<file path="src/hw/rtl/sliding_window_rate_limiter_defines.svh">
// assertion macros for the rate limiter
`ifndef SLIDING_WINDOW_RATE_LIMITER_DEFINES_SVH
`define SLIDING_WINDOW_RATE_LIMITER_DEFINES_SVH

// same-cycle implication, sampled on clk, idle during reset
`define SWRL_ASSERT_NOW(label, ante, cons) \
    label: assert property (@(posedge clk) disable iff (!rst_n) (ante) |-> (cons)) \
        else $error("rate limiter check failed");

// next-cycle implication, sampled on clk, idle during reset
`define SWRL_ASSERT_NEXT(label, ante, cons) \
    label: assert property (@(posedge clk) disable iff (!rst_n) (ante) |=> (cons)) \
        else $error("rate limiter check failed");

`endif

</file>
<file path="src/hw/rtl/swrl_pkg.sv">
`timescale 1ns / 1ps

package swrl_pkg;

    localparam int TIME_W    = 32;
    localparam int WIN_W     = 16;
    localparam int MAXREQ_W  = 7;
    localparam int OUT_CNT_W = 7;
    localparam int CFG_IDX_W = 1;
    localparam int CFG_DATA_W = 16;

    localparam logic [CFG_IDX_W-1:0] CFG_WINDOW_TICKS = 1'b0;
    localparam logic [CFG_IDX_W-1:0] CFG_MAX_REQUESTS = 1'b1;

    localparam logic [WIN_W-1:0]    WINDOW_RESET = 16'd60;
    localparam logic [MAXREQ_W-1:0] MAXREQ_RESET = 7'd60;

    typedef enum logic [1:0] {
        ST_IDLE  = 2'b01,
        ST_CHECK = 2'b10
    } swrl_state_t;

    typedef struct packed {
        logic load;
        logic pop;
        logic commit;
    } swrl_cmd_t;

    typedef struct packed {
        logic nonempty;
        logic expired;
    } swrl_status_t;

endpackage

</file>
<file path="src/hw/rtl/swrl_ctrl.sv">
`timescale 1ns / 1ps

module swrl_ctrl
    import swrl_pkg::*;
(
    input  logic         clk,
    input  logic         rst_n,
    input  logic         in_valid,
    output logic         in_ready,
    output logic         out_valid,
    input  logic         out_ready,
    input  swrl_status_t status,
    output swrl_cmd_t    cmd
);

    swrl_state_t state_reg, state_next;
    logic        out_valid_reg, out_valid_next;
    logic        out_free;

    always_comb
    begin
        out_free       = !out_valid_reg || out_ready;
        in_ready       = (state_reg == ST_IDLE);
        cmd            = '0;
        state_next     = state_reg;
        out_valid_next = out_valid_reg && !out_ready;
        case (state_reg)
            ST_IDLE:
            begin
                if (in_valid)
                begin
                    cmd.load   = 1'b1;
                    state_next = ST_CHECK;
                end
            end
            ST_CHECK:
            begin
                if (status.expired)
                begin
                    cmd.pop = 1'b1;
                end
                else if (out_free)
                begin
                    cmd.commit     = 1'b1;
                    out_valid_next = 1'b1;
                    state_next     = ST_IDLE;
                end
            end
            default:
            begin
                state_next = ST_IDLE;
            end
        endcase
    end

    always_ff @(posedge clk or negedge rst_n)
    begin
        if (!rst_n)
        begin
            state_reg     <= ST_IDLE;
            out_valid_reg <= 1'b0;
        end
        else
        begin
            state_reg     <= state_next;
            out_valid_reg <= out_valid_next;
        end
    end

    assign out_valid = out_valid_reg;

endmodule

</file>
<file path="config.mk">
export PLATFORM = sky130hd
export DESIGN_NAME = swrl_ctrl
export DESIGN_NICKNAME = d
export VERILOG_FILES = /design/src/hw/rtl/sliding_window_rate_limiter_defines.svh /design/src/hw/rtl/swrl_pkg.sv /design/src/hw/rtl/swrl_ctrl.sv
export SDC_FILE = /design/constraint.sdc
export NUM_CORES = 1
export LEC_CHECK = 0
export ABC_AREA = 1
export BUFFER_PORTS_ARGS = -buffer_cell sky130_fd_sc_hd__clkbuf_2
export CORE_AREA = 3 3 40 42
export DETAILED_ROUTE_END_ITERATION = 6
export DIE_AREA = 0 0 43 45
export GPL_TIMING_DRIVEN = 0
export PLACE_DENSITY = 0.31
export SLEW_MARGIN = 20
export SYNTH_ARGS = -nofsm -noshare
export SYNTH_HDL_FRONTEND = slang
export SYNTH_SLANG_ARGS = --single-unit
</file>
<file path="constraint.sdc">
create_clock -name clk -period 1.3 [get_ports clk]
set_clock_uncertainty 0.05 [all_clocks]
set_input_delay 0 -clock clk [delete_from_list [all_inputs] [get_ports clk]]
set_output_delay 0 -clock clk [all_outputs]
set_load 0.005 [all_outputs]
</file>
# Word level (Yosys, flattened, before mapping)
# Cells that the tools add are included.
dict set report classes {
  n_eq_ne 5
  muxes 13
  reduce_logical 5
}
# operator count
set op_table {}
lappend op_table {{two-way mux 1 bit} 8}
lappend op_table {{two-way mux 2 bit} 4}
lappend op_table {{!= test 2 bit (second input constant)} 3}
lappend op_table {{one-hot mux 2 bit (2 select lines)} 1}
lappend op_table {{AND reduction 3 bit} 1}
lappend op_table {{== test 2 x 1 -> 1 bit (second input constant)} 1}
lappend op_table {{== test 2 bit (second input constant)} 1}
lappend op_table {{logical NOT 1 bit} 2}
lappend op_table {{logical AND 1 bit} 1}
lappend op_table {{logical OR 1 bit} 1}
dict set report totals {
  ff_bits 3
  in_bits 6
  wordCells 25
}

# Depth between registers and ports, before layout
# Gate-level depths: netlist (run 1).
dict set report depth {
  depth_word 5
  ltp_mapped 5
  depth_no_buf 5
}

# Worst setup path after synthesis (run 1)
# OpenSTA, ideal clock, no wires.
dict set report synth_timing {
  kind {register to register}
  from {register state_reg[0]}
  to {register state_reg[1]}
  arrival_time_ns 0.769
  required_time_ns 1.133
  setup_slack_ns 0.364
  stages_incl_launch_ff 6
  period_less_slack_ns 0.936
  cell_sequence {dfstp_2 > inv_2 > nand2_2 > inv_1 > nand2_1 > nand2_1}
}
dict set report synth_via {
  elab_chain_len 3
}
# element line_no
set synth_rtl {}
lappend synth_rtl {{start: declaration} swrl_ctrl.sv:16} ;# swrl_state_t state_reg, state_next;
lappend synth_rtl {{start signal: assignment} swrl_ctrl.sv:65} ;# state_reg <= state_next;
lappend synth_rtl {{== test 2 bit / == test 2 x 1 -> 1 bit (equally long branches)} swrl_ctrl.sv:27} ;# case (state_reg)
lappend synth_rtl {{!= test 2 bit (no source line)} --}
lappend synth_rtl {{AND reduction 3 bit (no source line)} --}
# Parallel ways exist; a longest one is shown, timed or not.
# A chain may end at the register's enable or synchronous reset.

==> results.yml, run 1 <==
sta:
  finalCritPeriodShare_pct: 86.1
  finalHoldViolCount: 0
  slew_viol_final: 0
  setup_viol: 0
  finalSetupTns_ps: 0
  setup_slack_ps: 181
  fin_crit_ps: 1120
  fmax_ghz: 0.894
  worst_pin_slew_ps: 136
  rsz0062_at_grt: "false"
  relSlewSlack_pct: 91.0
logic_synthesis:
  async_flop_share_pct: 100
  synth_area_per_cell_sq_um: 7.14
  syn_inst: 24
  yosys.area.top_type: "dfrtp_1"
  syn_area_sq_um: 171
  synth_most_common_cell: "inv_1"
  synth.distinct_cells: 11
  ys.flop_type: "dfrtp_1"
  synth-warning-count: 0
  synth_area_leaders: "dfrtp_1 (29%), dfstp_2 (15%), inv_1 (15%)"
  synth_top_cell_area_share_pct: 29.2
  synth_seq_cells: 3
  synth_edf_count: 0
  synth_fp_nets: 30
  synthTopCellsByCount: "inv_1 (7), nand2_1 (6), dfrtp_1 (2), nor2_2 (2)"
  ys_seq_area_share_pct: 44.5
critical_path:
  rrSetupSlack_ps: 310
  r2r_cells: 5
  worstPathRequired_ps: 1250
  arrival_ps: 1070
  reg2reg_to: "state_reg[1]"
  end_kind: "output pin"
  crit_path_start_kind: "flip-flop"
  path_max_fanout: 4
  timing_worst_setup_path_type: "flip-flop to output pin"
  r2r-start: "state_reg[0]"
run_status:
  outcome: "finished clean"
floorplanning:
  core_area_sq_mm: 0.00128
  die_x_um: 43
  dieArea_sq_mm: 0.00194
  die_y_um: 45
  num_io_pins: 11
  row_count: 13
  initial_core_util_pct: 13.3
power_and_ir_drop:
  totalPowerFinal_mw: 0.449
  ir_drop_v: 0.000457
  p_per_area_mw_per_mm2: 1540
  p_leak_nw: 0.188
detailed_routing:
  wirelength_um: 413
  wire_per_inst_um: 7.51
  via_per_inst: 3.33
  vias: 183
  drc: 0
  dr.pass1.iters: 4
  ant_nets: 0
  first_iter_violations: 5
global_routing:
  grt_pass1_wl_um: 738
  overflow: 0
  grt_max_degree: 5
  antenna_found_initial: 0
  grt_pass1_vias: 177
  grt_use_total_pct: 5.76
clocking:
  cts_resized: 0
  clock_sinks: 3
  cts_hold_buf: 3
  root_buffer: "clkbuf_4"
  clk_latency_ps: 230
  cts_inserted_buffers: 3
  cts.path.max_buffers: 2
  cts_tree: "built"
  post_cts_buffers: 0
  clk_pin_slew_ps: 40
  h-tree-depth: 1
placed_design:
  dp_hpwl_um: 335
  dp_cells: 48
  place_congestion: 0.668
  io_buffer_count: 9
  place_ws_ps: 311
final_layout:
  antennaDiodeCount: 0
  fin_nets: 47
  fill_cells: 151
  largest_reg_flops: 2
  area_growth_pct: 70.1
  fin_cells: 55
  layout-drive-gt1-share_pct: 45.0
worst_hold_path:
  holdCritPathClass: "primary input to asynchronous set/reset pin"
job:
  maxCapViolCount: 0
## per-layer routing
metal	routed length, um	vias to the layer above	global-route usage, %
met5	0	-	0
met4	0	0	7.23
met1	191	73	6.07
li1	-	99	-
met2	183	11	6.59
met3	37	0	3.98
## area by class of cell
type	instances	area, sq um	share of cell area [%]
multi-input cells	13	65.1	22.3
flip-flops and latches	3	76.3	26.2
repair buffers	12	75.1	25.8
well taps	15	18.8	6.44
inverters	8	30.0	10.3
clock buffers	4	26.3	9.01
## cells by family after synthesis
logic type,after synthesis,synth area share [%]
AND/OR/NAND/NOR,12,35.0
buffers and inverters,8,17.5
flip-flops,3,44.5
AO/OA/AOI/OAI,1,2.92
## critical path, cell delays in order, from the launching register on
cell and delay [ps]:
dfstp_2 550, inv_2 50, nand2_2 80, nor2_1 50, clkbuf_2 100
## where the power goes
part / internal (mW) / switching, mW / leakage [nW]
combinational: 0.0605 / 0.0721 / 0.136
sequential: 0.127 / 0.0253 / 0.0369
clock: 0.115 / 0.0492 / 0.0150
## through the flow
stage	hold slack (ps)	cell area, sq um	util, %
3_3_place_gp	-251	235	18.3
2_1_floorplan	-346	171	-
6_report	41.8	292	22.7
3_5_place_dp	-251	235	18.3
5_1_grt	38.9	292	22.7
4_1_cts	37.5	292	22.7
## cells in the final DEF, fill, tap and decap left out
cell type / Yosys / routed
dlygate4sd3_1: 0 / 3
clkbuf_4: 0 / 3
dfrtp_1: 2 / 2
clkbuf_1: 0 / 1
nor2_2: 2 / 2
dfstp_2: 1 / 1
nor2_1: 1 / 1
o21ai_1: 1 / 1
nand2_2: 1 / 1
inv_2: 1 / 1
nand3_1: 1 / 1
clkbuf_2: 0 / 9
nand2_1: 6 / 6
inv_1: 7 / 7
nand3_2: 1 / 1
## worst max path at each step
stage                       from            to  slack [ps]  cells past startpoint
global placement    state_reg[0]  state_reg[1]         310                      5
global route        state_reg[0]        cmd[0]         100                      4
floorplan           state_reg[0]  state_reg[1]         360                      5
CTS                 state_reg[0]        cmd[0]         170                      4
finish              state_reg[0]        cmd[0]         180                      4
detailed placement  state_reg[0]  state_reg[1]         310                      5
No activity file was read; power rests on OpenSTA's default activity.
==> run 2, diff against run 1 <==
PLACE_DENSITY = 0.34   (was 0.31)
==> run 2 against run 1 <==
  * Global-route usage shrank 0.43 points
  * Power shrank 0.61%
  * Sequential cell count is the same
  * Clock-buffer cell count is the same
  * Routed wire length shrank 0.24%
  * Clock power is essentially flat
  * Combinational power is essentially flat
  * Non-clock buffer count is the same
  * Fmax grew 0.57%
  * Die area is the same
==> results.yml, run 2 (same netlist as run 1, synthesis figures left out) <==
critical_path:
  worstPathRequired_ps: 1250
  timing_worst_setup_path_type: "flip-flop to output pin"
  end_kind: "output pin"
  r2r_cells: 5
  crit_path_start_kind: "flip-flop"
  path_max_fanout: 4
  arrival_ps: 1060
detailed_routing:
  ant_nets: 0
  dr.pass1.iters: 2
  wirelength_um: 412
  via_per_inst: 3.33
  drc: 0
  first_iter_violations: 1
  wire_per_inst_um: 7.49
  vias: 183
final_layout:
  fill_cells: 153
  antennaDiodeCount: 0
  final_core_util_pct: 22.7
  fin_area_sq_um: 292
  layout-drive-gt1-share_pct: 45.0
  layout_common_cells: "clkbuf_2 (9), inv_1 (7), nand2_1 (6)"
  final_common_cell: "clkbuf_2"
  largest_reg_flops: 2
  area_growth_pct: 70.1
  fin_nets: 47
worst_hold_path:
  holdPathStages: 4
  holdCritPathClass: "primary input to flip-flop"
sta:
  worst_pin_slew_ps: 124
  finalHoldViolCount: 0
  slew_viol_final: 0
  finalSetupTns_ps: 0
  fin_crit_ps: 1110
  fmax_ghz: 0.899
  setup_viol: 0
  rsz0062_at_grt: "false"
  relSlewSlack_pct: 91.7
  finalCritPeriodShare_pct: 85.6
clocking:
  cts_tree: "built"
  clk_latency_ps: 230
  cts.path.max_buffers: 2
  clk_pin_slew_ps: 40
  cts_resized: 0
  root_buffer: "clkbuf_4"
  h-tree-depth: 1
  clock_sinks: 3
  cts_inserted_buffers: 3
run_status:
  outcome: "finished clean"
placed_design:
  io_buffer_count: 9
  place_congestion: 0.618
  place_area_sq_um: 235
  dp_hpwl_um: 330
global_routing:
  grt_max_degree: 5
  grt_use_total_pct: 5.33
  grt_pass1_vias: 195
  antenna_found_initial: 0
  grtUsageMet2_pct: 7.49
  gr-usage-met3_pct: 1.59
  use_met1_pct: 5.56
  grt.busiest_layer: "met2"
  grt_pass1_wl_um: 717
  overflow: 0
floorplanning:
  num_io_pins: 11
  die_y_um: 45
  initial_core_util_pct: 13.3
  row_count: 13
  dieArea_sq_mm: 0.00194
  core_area_sq_mm: 0.00128
  die_x_um: 43
power_and_ir_drop:
  ir_drop_v: 0.000355
  p_per_area_mw_per_mm2: 1530
  p_leak_nw: 0.188
  totalPowerFinal_mw: 0.446
job:
  maxCapViolCount: 0
-- run 2: cell counts in the layout (fill, tap and decap cells not counted) --
Identical to the previous run, type by type.
-- run 2: cell type report --
class                   count  area, sq um  share of cell area (%)
clock buffers               4         26.3                    9.01
inverters                   8         30.0                    10.3
multi-input cells          13         65.1                    22.3
flip-flops and latches      3         76.3                    26.2
well taps                  15         18.8                    6.44
repair buffers             12         75.1                    25.8
-- run 2: what timing repair did --
| action | CTS | global route |
|---|---|---|
| endpoints found under the hold margin | 5 | 0 |
| setup endpoints to repair | 0 | 0 |
| hold buffers | 3 | 0 |
| buffers inserted | 0 | 0 |
-- run 2: routing by layer --
metal | up-vias | part of all wire, %
met2 | 7 | 47
li1 | 100 | -
met3 | 0 | 8.7
met4 | 0 | 0
met5 | - | 0
met1 | 76 | 44
-- run 2: critical path, stage by stage (launching register included) --
cell	delay, ps
dfstp_2	550
inv_2	40
nand2_2	80
nor2_1	60
clkbuf_2	100
-- run 2: worst paths after layout --
check	from	to	slack (ps)
min in group asynchronous	rst_n	out_valid	50
worst min register to register	state_reg[0]	state_reg[1]	500
max in group asynchronous	rst_n	state_reg[0]	960
worst max-delay path	state_reg[0]	cmd[0]	190
worst min-delay path	out_ready	out_valid	40
worst max register to register	state_reg[0]	state_reg[1]	310
-- run 2: per-stage QoR --
step | cells | setup slack (ps) | hold WS (ps)
2_1_floorplan | 24 | 364 | -346
3_3_place_gp | 48 | 315 | -251
3_5_place_dp | 48 | 315 | -250
4_1_cts | 55 | 172 | 36.0
5_1_grt | 55 | 122 | 49.8
6_report | 55 | 188 | 41.1
-- run 2: report_power, final --
group	leakage (nW)	switching [mW]	internal [mW]
logic	0.136	0.0726	0.0605
clock network	0.0150	0.0476	0.115
registers	0.0369	0.0237	0.127
total	0.188	0.144	0.302
==> run 3, diff against run 2 <==
BUFFER_PORTS_ARGS = default   (was -buffer_cell sky130_fd_sc_hd__clkbuf_2)
DONT_BUFFER_PORTS = 1   (was default)
PLACE_DENSITY = 0.3   (was 0.34)
clock period = 1.4 ns   (was 1.3 ns; I/O delays follow)
==> run 3 against run 2 <==
  * Clock power shrank 9%
  * Sequential power shrank 7%
  * Final cell count shrank 13%
  * Power shrank 14%
  * Critical endpoint unchanged
  * Highest routed layer unchanged
  * Cell area shrank 8.6%
  * Sequential cell count is the same
  * Global-route usage shrank 0.40 points
  * Critical path type unchanged
  * Routed wire length shrank 8.3%
  * Worst setup slack gained 190 ps
==> results.yml, run 3 (same netlist as run 1, synthesis figures left out) <==
final_layout:
  multi_input_area_sq_um: 65.1
  antennaDiodeCount: 0
  largest_reg_flops: 2
  regArea_sq_um: 76.3
  layout-drive-gt1-share_pct: 27.3
  fin_area_sq_um: 267
  fill_cells: 145
  area_growth_pct: 55.5
  layout_common_cells: "inv_1 (7), nand2_1 (6), dlygate4sd3_1 (5)"
  fin_nets: 40
  final_common_cell: "inv_1"
  final_core_util_pct: 20.7
critical_path:
  slowest_delay_ps: 550
  crit_path_start_kind: "flip-flop"
  path_cells: "inv_2 > nand2_2 > nor2_1"
  r2r_cells: 5
  arrival_ps: 970
  crit_slowest_cell: "dfstp_2"
  worstPathRequired_ps: 1350
  reg2reg_to: "state_reg[1]"
  path_max_fanout: 4
  rrSetupSlack_ps: 410
  end_kind: "output pin"
  crit_start: "state_reg[0]"
  r2r-start: "state_reg[0]"
  timing_worst_setup_path_type: "flip-flop to output pin"
  crit_path_end: "cmd[0]"
sta:
  fmax_ghz: 0.979
  relSlewSlack_pct: 90.6
  rsz0062_at_grt: "false"
  timing.hold.ws_ps: 416
  finalSetupTns_ps: 0
  worst_pin_slew_ps: 140
  fin_crit_ps: 1020
  slew_viol_final: 0
  setup_viol: 0
  finalCritPeriodShare_pct: 73.0
  finalHoldViolCount: 0
power_and_ir_drop:
  p_leak_nw: 0.157
  ir_drop_v: 0.000369
  internal-power_mw: 0.261
  p_per_area_mw_per_mm2: 1440
  swShare_pct: 32.2
  p_seq_share_pct: 36.2
  switching_power_mw: 0.124
  pwr-share-clk_pct: 38.8
  comb_power_share_pct: 25.1
clocking:
  cts.path.max_buffers: 2
  cts_tree: "built"
  h-tree-depth: 1
  clk_pin_slew_ps: 40
  post_cts_buffers: 0
  clk_latency_ps: 230
  root_buffer: "clkbuf_4"
  cts_resized: 0
  cts_inserted_buffers: 3
  clock_sinks: 3
floorplanning:
  num_io_pins: 11
  die_x_um: 43
  row_count: 13
  initial_core_util_pct: 13.3
  dieArea_sq_mm: 0.00194
  core_area_sq_mm: 0.00128
  die_y_um: 45
global_routing:
  grt_use_total_pct: 4.93
  antenna_found_initial: 0
  overflow: 0
  grt_pass1_wl_um: 621
  grt_pass1_vias: 173
  grt_max_degree: 5
detailed_routing:
  ant_nets: 0
  via_per_inst: 3.35
  wire_per_inst_um: 7.88
  wirelength_um: 378
  drc: 0
  first_iter_violations: 3
  vias: 161
  dr.pass1.iters: 3
worst_hold_path:
  holdCritPathClass: "primary input to flip-flop"
placed_design:
  place_congestion: 0.675
  dp_hpwl_um: 307
  io_buffer_count: 0
  place_area_sq_um: 190
run_status:
  outcome: "finished clean"
job:
  maxCapViolCount: 0
-- run 3: routing by layer --
layer	part of all wire, %	GRT usage (%)	vias to the layer above
met5	0	0	-
met4	0	7.23	0
met3	6.9	2.79	0
met2	49	7.49	6
met1	43	3.65	71
li1	-	-	84
-- run 3: worst min path at each step --
stage | startpoint | end | cells after the start
finish | status[0] | out_valid | 2
global route | status[0] | out_valid | 2
CTS | status[0] | out_valid | 2
detailed placement | rst_n | out_valid | 0
global placement | rst_n | out_valid | 0
floorplan | rst_n | out_valid | 0
-- run 3: power groups by stage --
| stage | Sequential [mW] | Clock, mW | Combinational (mW) |
|---|---|---|---|
| after global routing | 0.143 | 0.169 | 0.113 |
| after global placement | 0.141 | 0 | 0.0858 |
| after floorplan | 0.137 | 0 | 0.0719 |
| after CTS | 0.140 | 0.158 | 0.0989 |
| after detailed placement | 0.141 | 0 | 0.0851 |
| final | 0.139 | 0.149 | 0.0965 |
-- run 3: cell type report --
type	instances	area share, %
clock buffers	4	9.86
inverters	8	11.3
multi-input cells	13	24.4
flip-flops and latches	3	28.6
well taps	15	7.04
repair buffers	5	18.8
-- run 3: per-stage QoR --
stage	power, mW	std cells	setup WS, ps
floorplan	0.209	24	464
global placement	0.227	39	420
detailed placement	0.226	39	423
CTS	0.397	48	365
global route	0.425	48	308
finish	0.385	48	378
-- run 3: repair_timing --
item	4_1_cts	5_1_grt
setup endpoints to repair	0	0
hold buffers	5	0
hold endpoints to repair	6	0
-- run 3: critical path: cells and delay by family, from the launching register on --
kind                   cells  cell delay, ps
DFF                        1             550
and+or+nand+nor            2             150
buffers and inverters      1              40
